<file path="src/rtl/core/sme_pkg.sv">
`default_nettype none
// ----------------------------------------------------------------------------
// sme_pkg: shared definitions for the stack machine execute unit
// Opcodes, error codes, emit kinds, controller states and the command and
// status structures that pass between the controller and the datapath.
// ----------------------------------------------------------------------------
package sme_pkg;

  localparam int STACK_DEPTH = 4096;
  localparam int SADDR_W     = $clog2(STACK_DEPTH);
  localparam int DIV_STEPS   = 32;
  localparam int DCNT_W      = $clog2(DIV_STEPS + 1);

  typedef enum logic [3:0] {
    OP_HLT = 4'd0, OP_PSH = 4'd1, OP_POP = 4'd2, OP_ADD = 4'd3,
    OP_SUB = 4'd4, OP_MUL = 4'd5, OP_DIV = 4'd6, OP_SET = 4'd7,
    OP_MOV = 4'd8, OP_IF = 4'd9, OP_IFN = 4'd10, OP_GLD = 4'd11,
    OP_GPT = 4'd12, OP_LOG = 4'd13, OP_NOP = 4'd14, OP_NP2 = 4'd15
  } op_t;

  localparam logic [2:0] ERR_NONE   = 3'd0;
  localparam logic [2:0] ERR_UNDER  = 3'd1;
  localparam logic [2:0] ERR_OVER   = 3'd2;
  localparam logic [2:0] ERR_BADREG = 3'd3;
  localparam logic [2:0] ERR_DIVZ   = 3'd4;
  localparam logic [2:0] ERR_DIVOV  = 3'd5;

  localparam logic [1:0] EMIT_NONE = 2'd0;
  localparam logic [1:0] EMIT_POP  = 2'd1;
  localparam logic [1:0] EMIT_LOG  = 2'd2;

  localparam logic [3:0] REG_IP = 4'd8;
  localparam logic [3:0] REG_SP = 4'd9;

  typedef enum logic [2:0] {
    ST_CLEAR, ST_IDLE, ST_RD0, ST_RD1, ST_EXEC, ST_DIV, ST_DONE
  } state_t;

  typedef struct packed {
    logic clear;     // zero one stack entry of the clearing pass
    logic load;      // capture the input transaction
    logic rd_top;    // read the word at SP-1
    logic rd_next;   // read the word at SP-2
    logic exec;      // perform the instruction and build the result
    logic div_start; // start the divider
    logic div_step;  // one divider iteration
    logic div_fin;   // finish a division
  } cmd_t;

  typedef struct packed {
    logic is_div;     // loaded instruction needs the divider
    logic div_done;   // divider has finished its iterations
    logic clear_done; // clearing pass is at the last stack entry
  } stat_t;

endpackage
`default_nettype wire

</file>
<file path="src/rtl/core/sme_ctrl.sv">
`default_nettype none
// ----------------------------------------------------------------------------
// sme_ctrl: sequencing controller
// Clears the stack after reset, then steps each instruction through load,
// two stack reads, execution and an optional division, and holds the result
// until it is taken.
// ----------------------------------------------------------------------------
module sme_ctrl import sme_pkg::*; (
  input  wire logic  clk,
  input  wire logic  rst_n,
  input  wire logic  in_valid,
  output logic       in_stall,
  output logic       out_valid,
  input  wire logic  out_stall,
  input  wire stat_t stat,
  output cmd_t       cmd
);

  state_t state_r, state_nxt;

  always_ff @(posedge clk) begin
    if (!rst_n) state_r <= ST_CLEAR;
    else        state_r <= state_nxt;
  end

  always_comb begin
    state_nxt = state_r;
    cmd       = '0;
    in_stall  = 1'b1;
    out_valid = 1'b0;
    unique case (state_r)
      ST_CLEAR: begin
        cmd.clear = 1'b1;
        if (stat.clear_done) state_nxt = ST_IDLE;
      end
      ST_IDLE: begin
        in_stall = 1'b0;
        if (in_valid) begin
          cmd.load  = 1'b1;
          state_nxt = ST_RD0;
        end
      end
      ST_RD0: begin
        cmd.rd_top = 1'b1;
        state_nxt  = ST_RD1;
      end
      ST_RD1: begin
        cmd.rd_next = 1'b1;
        state_nxt   = ST_EXEC;
      end
      ST_EXEC: begin
        if (stat.is_div) begin
          cmd.div_start = 1'b1;
          state_nxt     = ST_DIV;
        end else begin
          cmd.exec  = 1'b1;
          state_nxt = ST_DONE;
        end
      end
      ST_DIV: begin
        if (stat.div_done) begin
          cmd.div_fin = 1'b1;
          state_nxt   = ST_DONE;
        end else begin
          cmd.div_step = 1'b1;
        end
      end
      ST_DONE: begin
        out_valid = 1'b1;
        if (!out_stall) state_nxt = ST_IDLE;
      end
      default: state_nxt = ST_IDLE;
    endcase
  end

endmodule
`default_nettype wire

</file>
<file path="config.mk">
export PLATFORM = sky130hd
export DESIGN_NAME = sme_ctrl
export DESIGN_NICKNAME = d
export VERILOG_FILES = /design/src/rtl/core/sme_pkg.sv /design/src/rtl/core/sme_ctrl.sv
export SDC_FILE = /design/constraint.sdc
export NUM_CORES = 1
export LEC_CHECK = 0
export ABC_AREA = 1
export BUFFER_PORTS_ARGS = -buffer_cell sky130_fd_sc_hd__buf_2
export CORE_AREA = 2 2 39 41
export DETAILED_ROUTE_END_ITERATION = 10
export DIE_AREA = 0 0 41 43
export GPL_ROUTABILITY_DRIVEN = 0
export SLEW_MARGIN = 20
export SYNTH_ARGS = -nofsm -noshare
export SYNTH_HDL_FRONTEND = slang
export SYNTH_SLANG_ARGS = --single-unit
</file>
<file path="constraint.sdc">
create_clock -name clk -period 1.4 [get_ports clk]
set_input_delay 0.07 -clock clk [delete_from_list [all_inputs] [get_ports clk]]
set_output_delay 0.07 -clock clk [all_outputs]
set_load 0.05 [all_outputs]
</file>
==> metrics.md, run 1 <==
| Metric | Value |
|---|---|
| Mux cell area share after synthesis | `0%` |
| CORE AREA | `about 1400 um2` |
| Mapped Area | `approximately 340 um2` |
| Pin count of the biggest net entering global routing | `8` |
| R2R depth | `8` |
| Synth cell count leaders | `nand2_1, inv_1, nor2_1` |
| Die Wd | `~41 um` |
| Max-cap viol count | `0` |
| Final setup vio count | `0` |
| RSZ-0062 raised after global routing | `true` |
| Syn Area/Cell | `5.672 um2` |
| PD cells | `roughly 2600 nW/um2` |
| H-Tree Depth | `1` |
| Crit path cell chain | `inv_2, buf_4, nand3_1, nor2_2, buf_6` |
| Wire length of the first global-routing pass | `between 1 and 1.5 mm` |
| Clk sinks | `3` |
| Crit Path Class | `reg -> out` |
| Peak VDD IR | `0.0008961 V` |
| Startpoint class of the critical path | `flip-flop` |
| Post-synth top flop | `dfxtp_1` |
| Dpl hpwl | `~670 um` |
| CP endpoint kind | `output pin` |
| Vias in the first global route | `360` |
| Placed insts | `a little over 90` |
| CTS clk-pin slew, worst paths | `roughly 0.040 ns` |
| Most frequent cell after synthesis | `nand2_1` |
| Post-CTS setup buffers | `0` |
| Total Nets Final | `90` |
| FF+latch count, synth | `3` |
| Post-Synth XOR/XNOR Area | `0%` |
| GR Overflow Total | `0` |
| TritonCTS buffer count | `3` |
| Synth Area in Simple Gates | `58.09%` |
| Worst Setup EP | `cmd[0]` |
| Post-Synth Adder-Cell Area | `around 3.7%` |
| Max stage delay cell, worst path | `dfxtp_2` |
| Status | `completed` |
| Regs by FF count | `state_r: 3 flops` |
| Library cells used by synthesis | `16` |
| Wirelength, routed | `between 800 and 900 um` |
| Hold Vio Cnt, Final | `0` |
| Die Area | `~1800 um2` |
| Pre-Repair DR Iteration Count | `4` |
| Synthesized instance count | `60` |
| Post-Place Worst Slack | `0.1399 ns` |
| Main combinational cell family by area after synthesis | `simple AND/OR/NAND/NOR gates` |
| Vias | `~440` |
| Top cell type's share of synthesized area | `17.65%` |
| Via-to-Cell Ratio | `roughly 4.5` |
| Max-slew headroom | `83.57%` |
| Compound-Gate Fraction of Synth Area | `2.941%` |
| Starting Density | `around 25%` |
| CP arrival | `between 1 and 1.5 ns` |
| Cell taking the most area after synthesis | `dfxtp_1` |
| Layout cells sized above 1 | `a little under half` |
| Top reg by flops | `state_r` |
| # fillers | `between 150 and 200` |
| Synthesized net count | `68` |
| Ys Warns | `0` |
| Leak | `a little over 0.3 nW` |
| Required time of the worst setup path | `approximately 1.3 ns` |
| F_max | `771.5 MHz` |
| Clock root buffer | `clkbuf_4` |
| Worst skew pair latency | `between 0.2 and 0.25 ns` |
| Reg2Reg Launch Point | `state_r[1]` |
| Min Clock Period, post-route | `between 1 and 1.5 ns` |
| GRT Total Usage | `a little under an eighth` |
| Max FFs per register | `3` |
| Max Root-Sink Buffers | `2` |
| DR DRC count | `0` |
| Setup crit start | `state_r[1]` |
| Ranking of synthesized cells by area | `dfxtp_1, nand2_1, nand3_1` |
| Diode count | `0` |
| Setup Skew | `0.001218 ns` |
| Sequential-to-total area share from yosys stat | `approximately 18%` |
| Crit-path max FO | `6` |
| Slew Viols, Final | `0` |
| Row Count | `14` |
| Top Ports | `17` |
| FFs w/ async S/R, synth | `0%` |
| CTS tree | `built` |
| Worst-Margin Slew | `around 0.25 ns` |
| Initial antenna violation count | `0` |
| Post-synth EDFFs | `0` |
| Slack of the critical path | `0.1038 ns` |
| Die Y-Extent | `43 um` |
| WL/cell | `around 8.4 um` |
| Finished Layout Cells | `97` |
| Final period util | `92.59%` |
| Port Buf Inserts | `16` |
| Worst min-delay path class | `in -> reg` |
| R2r setup slk | `between 0.15 and 0.2 ns` |
| Crit path largest cell delay | `around 0.35 ns` |
| R2r endpoint | `state_r[0]` |
| ANT nets after route | `0` |
| Starting DRT DRC Count | `13` |
| Syn-to-layout area delta | `49.63%` |
[how the worst min path moves through the flow]
stage	end	slack, ns	cells after the start	from
5_1_grt	state_r[1]	0.1	3	rst_n
2_1_floorplan	state_r[0]	0.19	2	rst_n
3_3_place_gp	state_r[0]	0.33	3	rst_n
3_5_place_dp	state_r[0]	0.34	3	rst_n
4_1_cts	state_r[0]	0.09	3	rst_n
6_report	state_r[0]	0.09	3	rst_n
[power breakdown]
part / internal, W / switching [W] / total (W) / leakage [nW]
clock network: 0.000107 / 0.0000443 / 0.000151 / 0.0150
registers: 0.000132 / 0.0000745 / 0.000206 / 0.0256
logic: 0.000289 / 0.000674 / 0.000963 / 0.267
[stage by stage]
step           utilization (%)  hold WS, ns   power, W  cell area (um2)   TNS (ns)
4_1_cts                  35.35      0.08639   0.001308            489.2          0
3_3_place_gp             33.09       0.3322   0.001141            457.9          0
5_1_grt                  36.80      0.09895   0.001464            509.2  -0.004189
3_5_place_dp             33.09       0.3363   0.001142            457.9          0
6_report                 36.80      0.09362   0.001320            509.2          0
2_1_floorplan                -       0.1905  0.0009602            354.1  -0.005295
[critical path: cells and delay by family, from the launching register on]
kind          cells  cell delay (ns)
flops             1             0.35
buf+inv           3             0.36
simple gates      2             0.28
[cell type report]
class,count,area [um2],share of cell area (%)
multi-input cells,43,239.0,46.93
repair buffers,18,112.6,22.11
flip-flops and latches,3,62.56,12.29
inverters,13,48.80,9.582
clock buffers,4,26.28,5.160
well taps,16,20.02,3.931
[cell usage in the layout (no fill, tap or decap)]
| cell | n |
|---|---|
| inv_2 | 3 |
| clkbuf_4 | 5 |
| clkbuf_1 | 1 |
| nor2_4 | 1 |
| a21oi_1 | 1 |
| nand3_2 | 1 |
| nand4_1 | 1 |
| buf_6 | 2 |
| nor2_2 | 7 |
| buf_2 | 12 |
| nand2_1 | 11 |
| nor2_1 | 7 |
| buf_4 | 2 |
| nand3b_1 | 2 |
| dfxtp_1 | 1 |
| o21ai_0 | 1 |
| nor3_4 | 1 |
| ha_1 | 1 |
| nand3_1 | 8 |
| dfxtp_2 | 2 |
| nand2_2 | 1 |
| inv_1 | 10 |
[cell families (layout without fill, tap and decap cells)]
family	Yosys count	after routing
compound gates	2	2
buf+inv	14	35
flops	3	3
simple gates	40	40
fa+ha+maj	1	1
[metal layers]
layer / GRT usage [%] / part of all wire [%] / up-vias / wire, um
met5: 0 / 0 / - / 0
met4: 2.000 / 0 / 0 / 0
met3: 4.712 / 7.3 / 0 / 60
met2: 15.94 / 45 / 16 / 371
met1: 16.29 / 47 / 194 / 386
li1: - / - / 227 / -
[repair_timing]
item / 4_1_cts / 5_1_grt
hold endpoints to repair: 0 / 0
endpoints found under the setup margin: 2 / 9
hold buffers: 0 / 0
resized for setup: 2 / 8
(Power assumes the default switching activity.)
==> run 2, diff against run 1 <==
Settings changed: CELL_PAD_IN_SITES_DETAIL_PLACEMENT set to 1, CELL_PAD_IN_SITES_GLOBAL_PLACEMENT set to 2, CORE_AREA 2 2 39 41 to not set, CORE_MARGIN set to 1, CORE_UTILIZATION set to 19, DIE_AREA 0 0 41 43 to not set, PLACE_DENSITY_LB_ADDON set to 0.1.
==> metrics.md, run 2 (synthesized netlist as in run 1, its figures left out) <==
| Metric | Value |
|---|---|
| GR Overflow Total | `0` |
| Pre-Repair DR Iteration Count | `2` |
| Flop pwr share | `~16%` |
| Diode count | `0` |
| Wirelength, routed | `approximately 1000 um` |
| Finished Layout Cells | `105` |
| Max Root-Sink Buffers | `2` |
| PD cells | `2598 nW/um2` |
| Top Ports | `17` |
| Startpoint of the worst hold path | `rst_n` |
| Placed insts | `101` |
| H-Tree Depth | `1` |
| R2r setup slk | `~0.18 ns` |
| CTS tree | `built` |
| Top reg by flops | `state_r` |
| Syn-to-layout area delta | `51.10%` |
| Post-CTS setup buffers | `0` |
| Row Count | `14` |
| R2r endpoint | `state_r[1]` |
| Port Buf Inserts | `16` |
| Crit Path Class | `reg -> out` |
| Setup Skew | `0.001211 ns` |
| Startpoint class of the critical path | `flip-flop` |
| Layout cells sized above 1 | `approximately 44%` |
| Die Wd | `between 40 and 50 um` |
| Hold Crit Depth | `3` |
| Clock root buffer | `clkbuf_4` |
| Total Power | `roughly 0.0013 W` |
| Required time of the worst setup path | `about 1.3 ns` |
| Final setup vio count | `0` |
| Most frequent cells in the layout | `buf_2, nand2_1, inv_1` |
| Clk sinks | `3` |
| CTS clk-pin slew, worst paths | `~0.030 ns` |
| Crit-path max FO | `5` |
| Final period util | `95.08%` |
| Power share of the combinational group | `72.8%` |
| CP arrival | `1.26 ns` |
| TritonCTS buffer count | `3` |
| Regs by FF count | `state_r: 3 flops` |
| Min Clock Period, post-route | `around 1.3 ns` |
| Starting Density | `21.35%` |
| Dpl hpwl | `approximately 860 um` |
| Vias | `436` |
| Max-slew headroom | `82.51%` |
| Wire length of the first global-routing pass | `roughly 1.6 mm` |
| Status | `completed` |
| Leak | `approximately 0.31 nW` |
| WL met2 | `between 400 and 500 um` |
| Setup crit start | `state_r[0]` |
| Worst min-delay path class | `in -> reg` |
| Power Internal | `between 0.0005 and 0.0006 W` |
| Worst-Margin Slew | `between 0.2 and 0.3 ns` |
| GRT Total Usage | `11.51%` |
| R2R depth | `8` |
| Peak VDD IR | `0.0008842 V` |
| Reg2Reg Launch Point | `state_r[0]` |
| Starting DRT DRC Count | `5` |
| Worst skew pair latency | `between 0.2 and 0.25 ns` |
| Commonest non-fill, non-tap cell in the layout | `buf_2` |
| DR DRC count | `0` |
| ANT nets after route | `0` |
| Vias in the first global route | `397` |
| Switching share of power | `roughly three fifths` |
| WL/cell | `9.505 um` |
| Max FFs per register | `3` |
| Pin count of the biggest net entering global routing | `10` |
| Switch Pwr | `~0.0008 W` |
| Die Y-Extent | `around 44 um` |
| Hold Vio Cnt, Final | `0` |
| Max-cap viol count | `0` |
| # fillers | `between 200 and 250` |
| Total Nets Final | `90` |
| Clock share of power | `between 10 and 15%` |
| CP endpoint kind | `output pin` |
| RSZ-0062 raised after global routing | `true` |
| Initial antenna violation count | `0` |
| Met3 routed WL | `between 50 and 60 um` |
| Die Area | `a little under 2000 um2` |
| Slew Viols, Final | `0` |
| Via-to-Cell Ratio | `about 4.2` |
| F_max | `approximately 750 MHz` |
| Sink of the worst hold path | `state_r[0]` |
| Met1 wire length | `around 460 um` |
| Max Used Layer | `met3` |
| CORE AREA | `between 1500 and 2000 um2` |
## run 2: changes by cell type in the layout (fill, tap and decap cells not counted), sizes merged
| cell | change |
|---|---|
| buf | +1 |
| clkbuf | -1 |
## run 2: critical path: stages, from the launching register on
cell	delay (ns)
dfxtp_1	0.46
inv_2	0.12
nor3_4	0.19
clkbuf_4	0.26
## run 2: final cells by class
type / count / area [um2] / share of cell area (%)
Sequential cell: 3 / 62.56 / 12.17
Clock buffer: 4 / 26.28 / 5.109
Timing Repair Buffer: 18 / 110.1 / 21.41
Inverter: 13 / 48.80 / 9.489
Multi-Input combinational cell: 43 / 236.5 / 45.99
Tap cell: 24 / 30.03 / 5.839
## run 2: how the worst max path moves through the flow
stage,endpoint,slack [ns],depth (start not counted)
final,cmd[4],0.07,3
after global routing,cmd[4],-0.01,3
after CTS,cmd[4],0.004,4
after detailed placement,state_r[0],0.1,8
after global placement,state_r[0],0.1,7
after floorplan,cmd[6],-0.005,4
## run 2: power by group through the flow
stage	Clock, W	Sequential (W)	Combinational (W)
after floorplan	0	0.000170	0.000791
after global placement	0	0.000209	0.000966
after detailed placement	0	0.000210	0.000975
after CTS	0.000160	0.000207	0.000983
after global routing	0.000167	0.000222	0.00107
final	0.000149	0.000214	0.000972
## run 2: through the flow
step | area, um2 | TNS, ns | hold WS, ns | setup WS [ns] | util (%)
CTS | 499.2 | 0 | 0.08574 | 0.003605 | 31.32
finish | 514.2 | 0 | 0.08916 | 0.06882 | 32.26
global route | 514.2 | -0.01937 | 0.1069 | -0.01261 | 32.26
floorplan | 354.1 | -0.005295 | 0.1905 | -0.005295 | -
detailed placement | 467.9 | 0 | 0.3257 | 0.09914 | 29.36
global placement | 467.9 | 0 | 0.3338 | 0.09765 | 29.36
## run 2: what timing repair did
item,in CTS,in global routing
hold buffers,0,0
endpoints found under the setup margin,2,9
gates resized for setup,2,6
## run 2: per-layer routing
metal / up-vias / GRT usage, %
li1: 225 / -
met3: 0 / 4.898
met1: 195 / 13.83
met4: 0 / 1.818
met2: 16 / 19.41
met5: - / 0
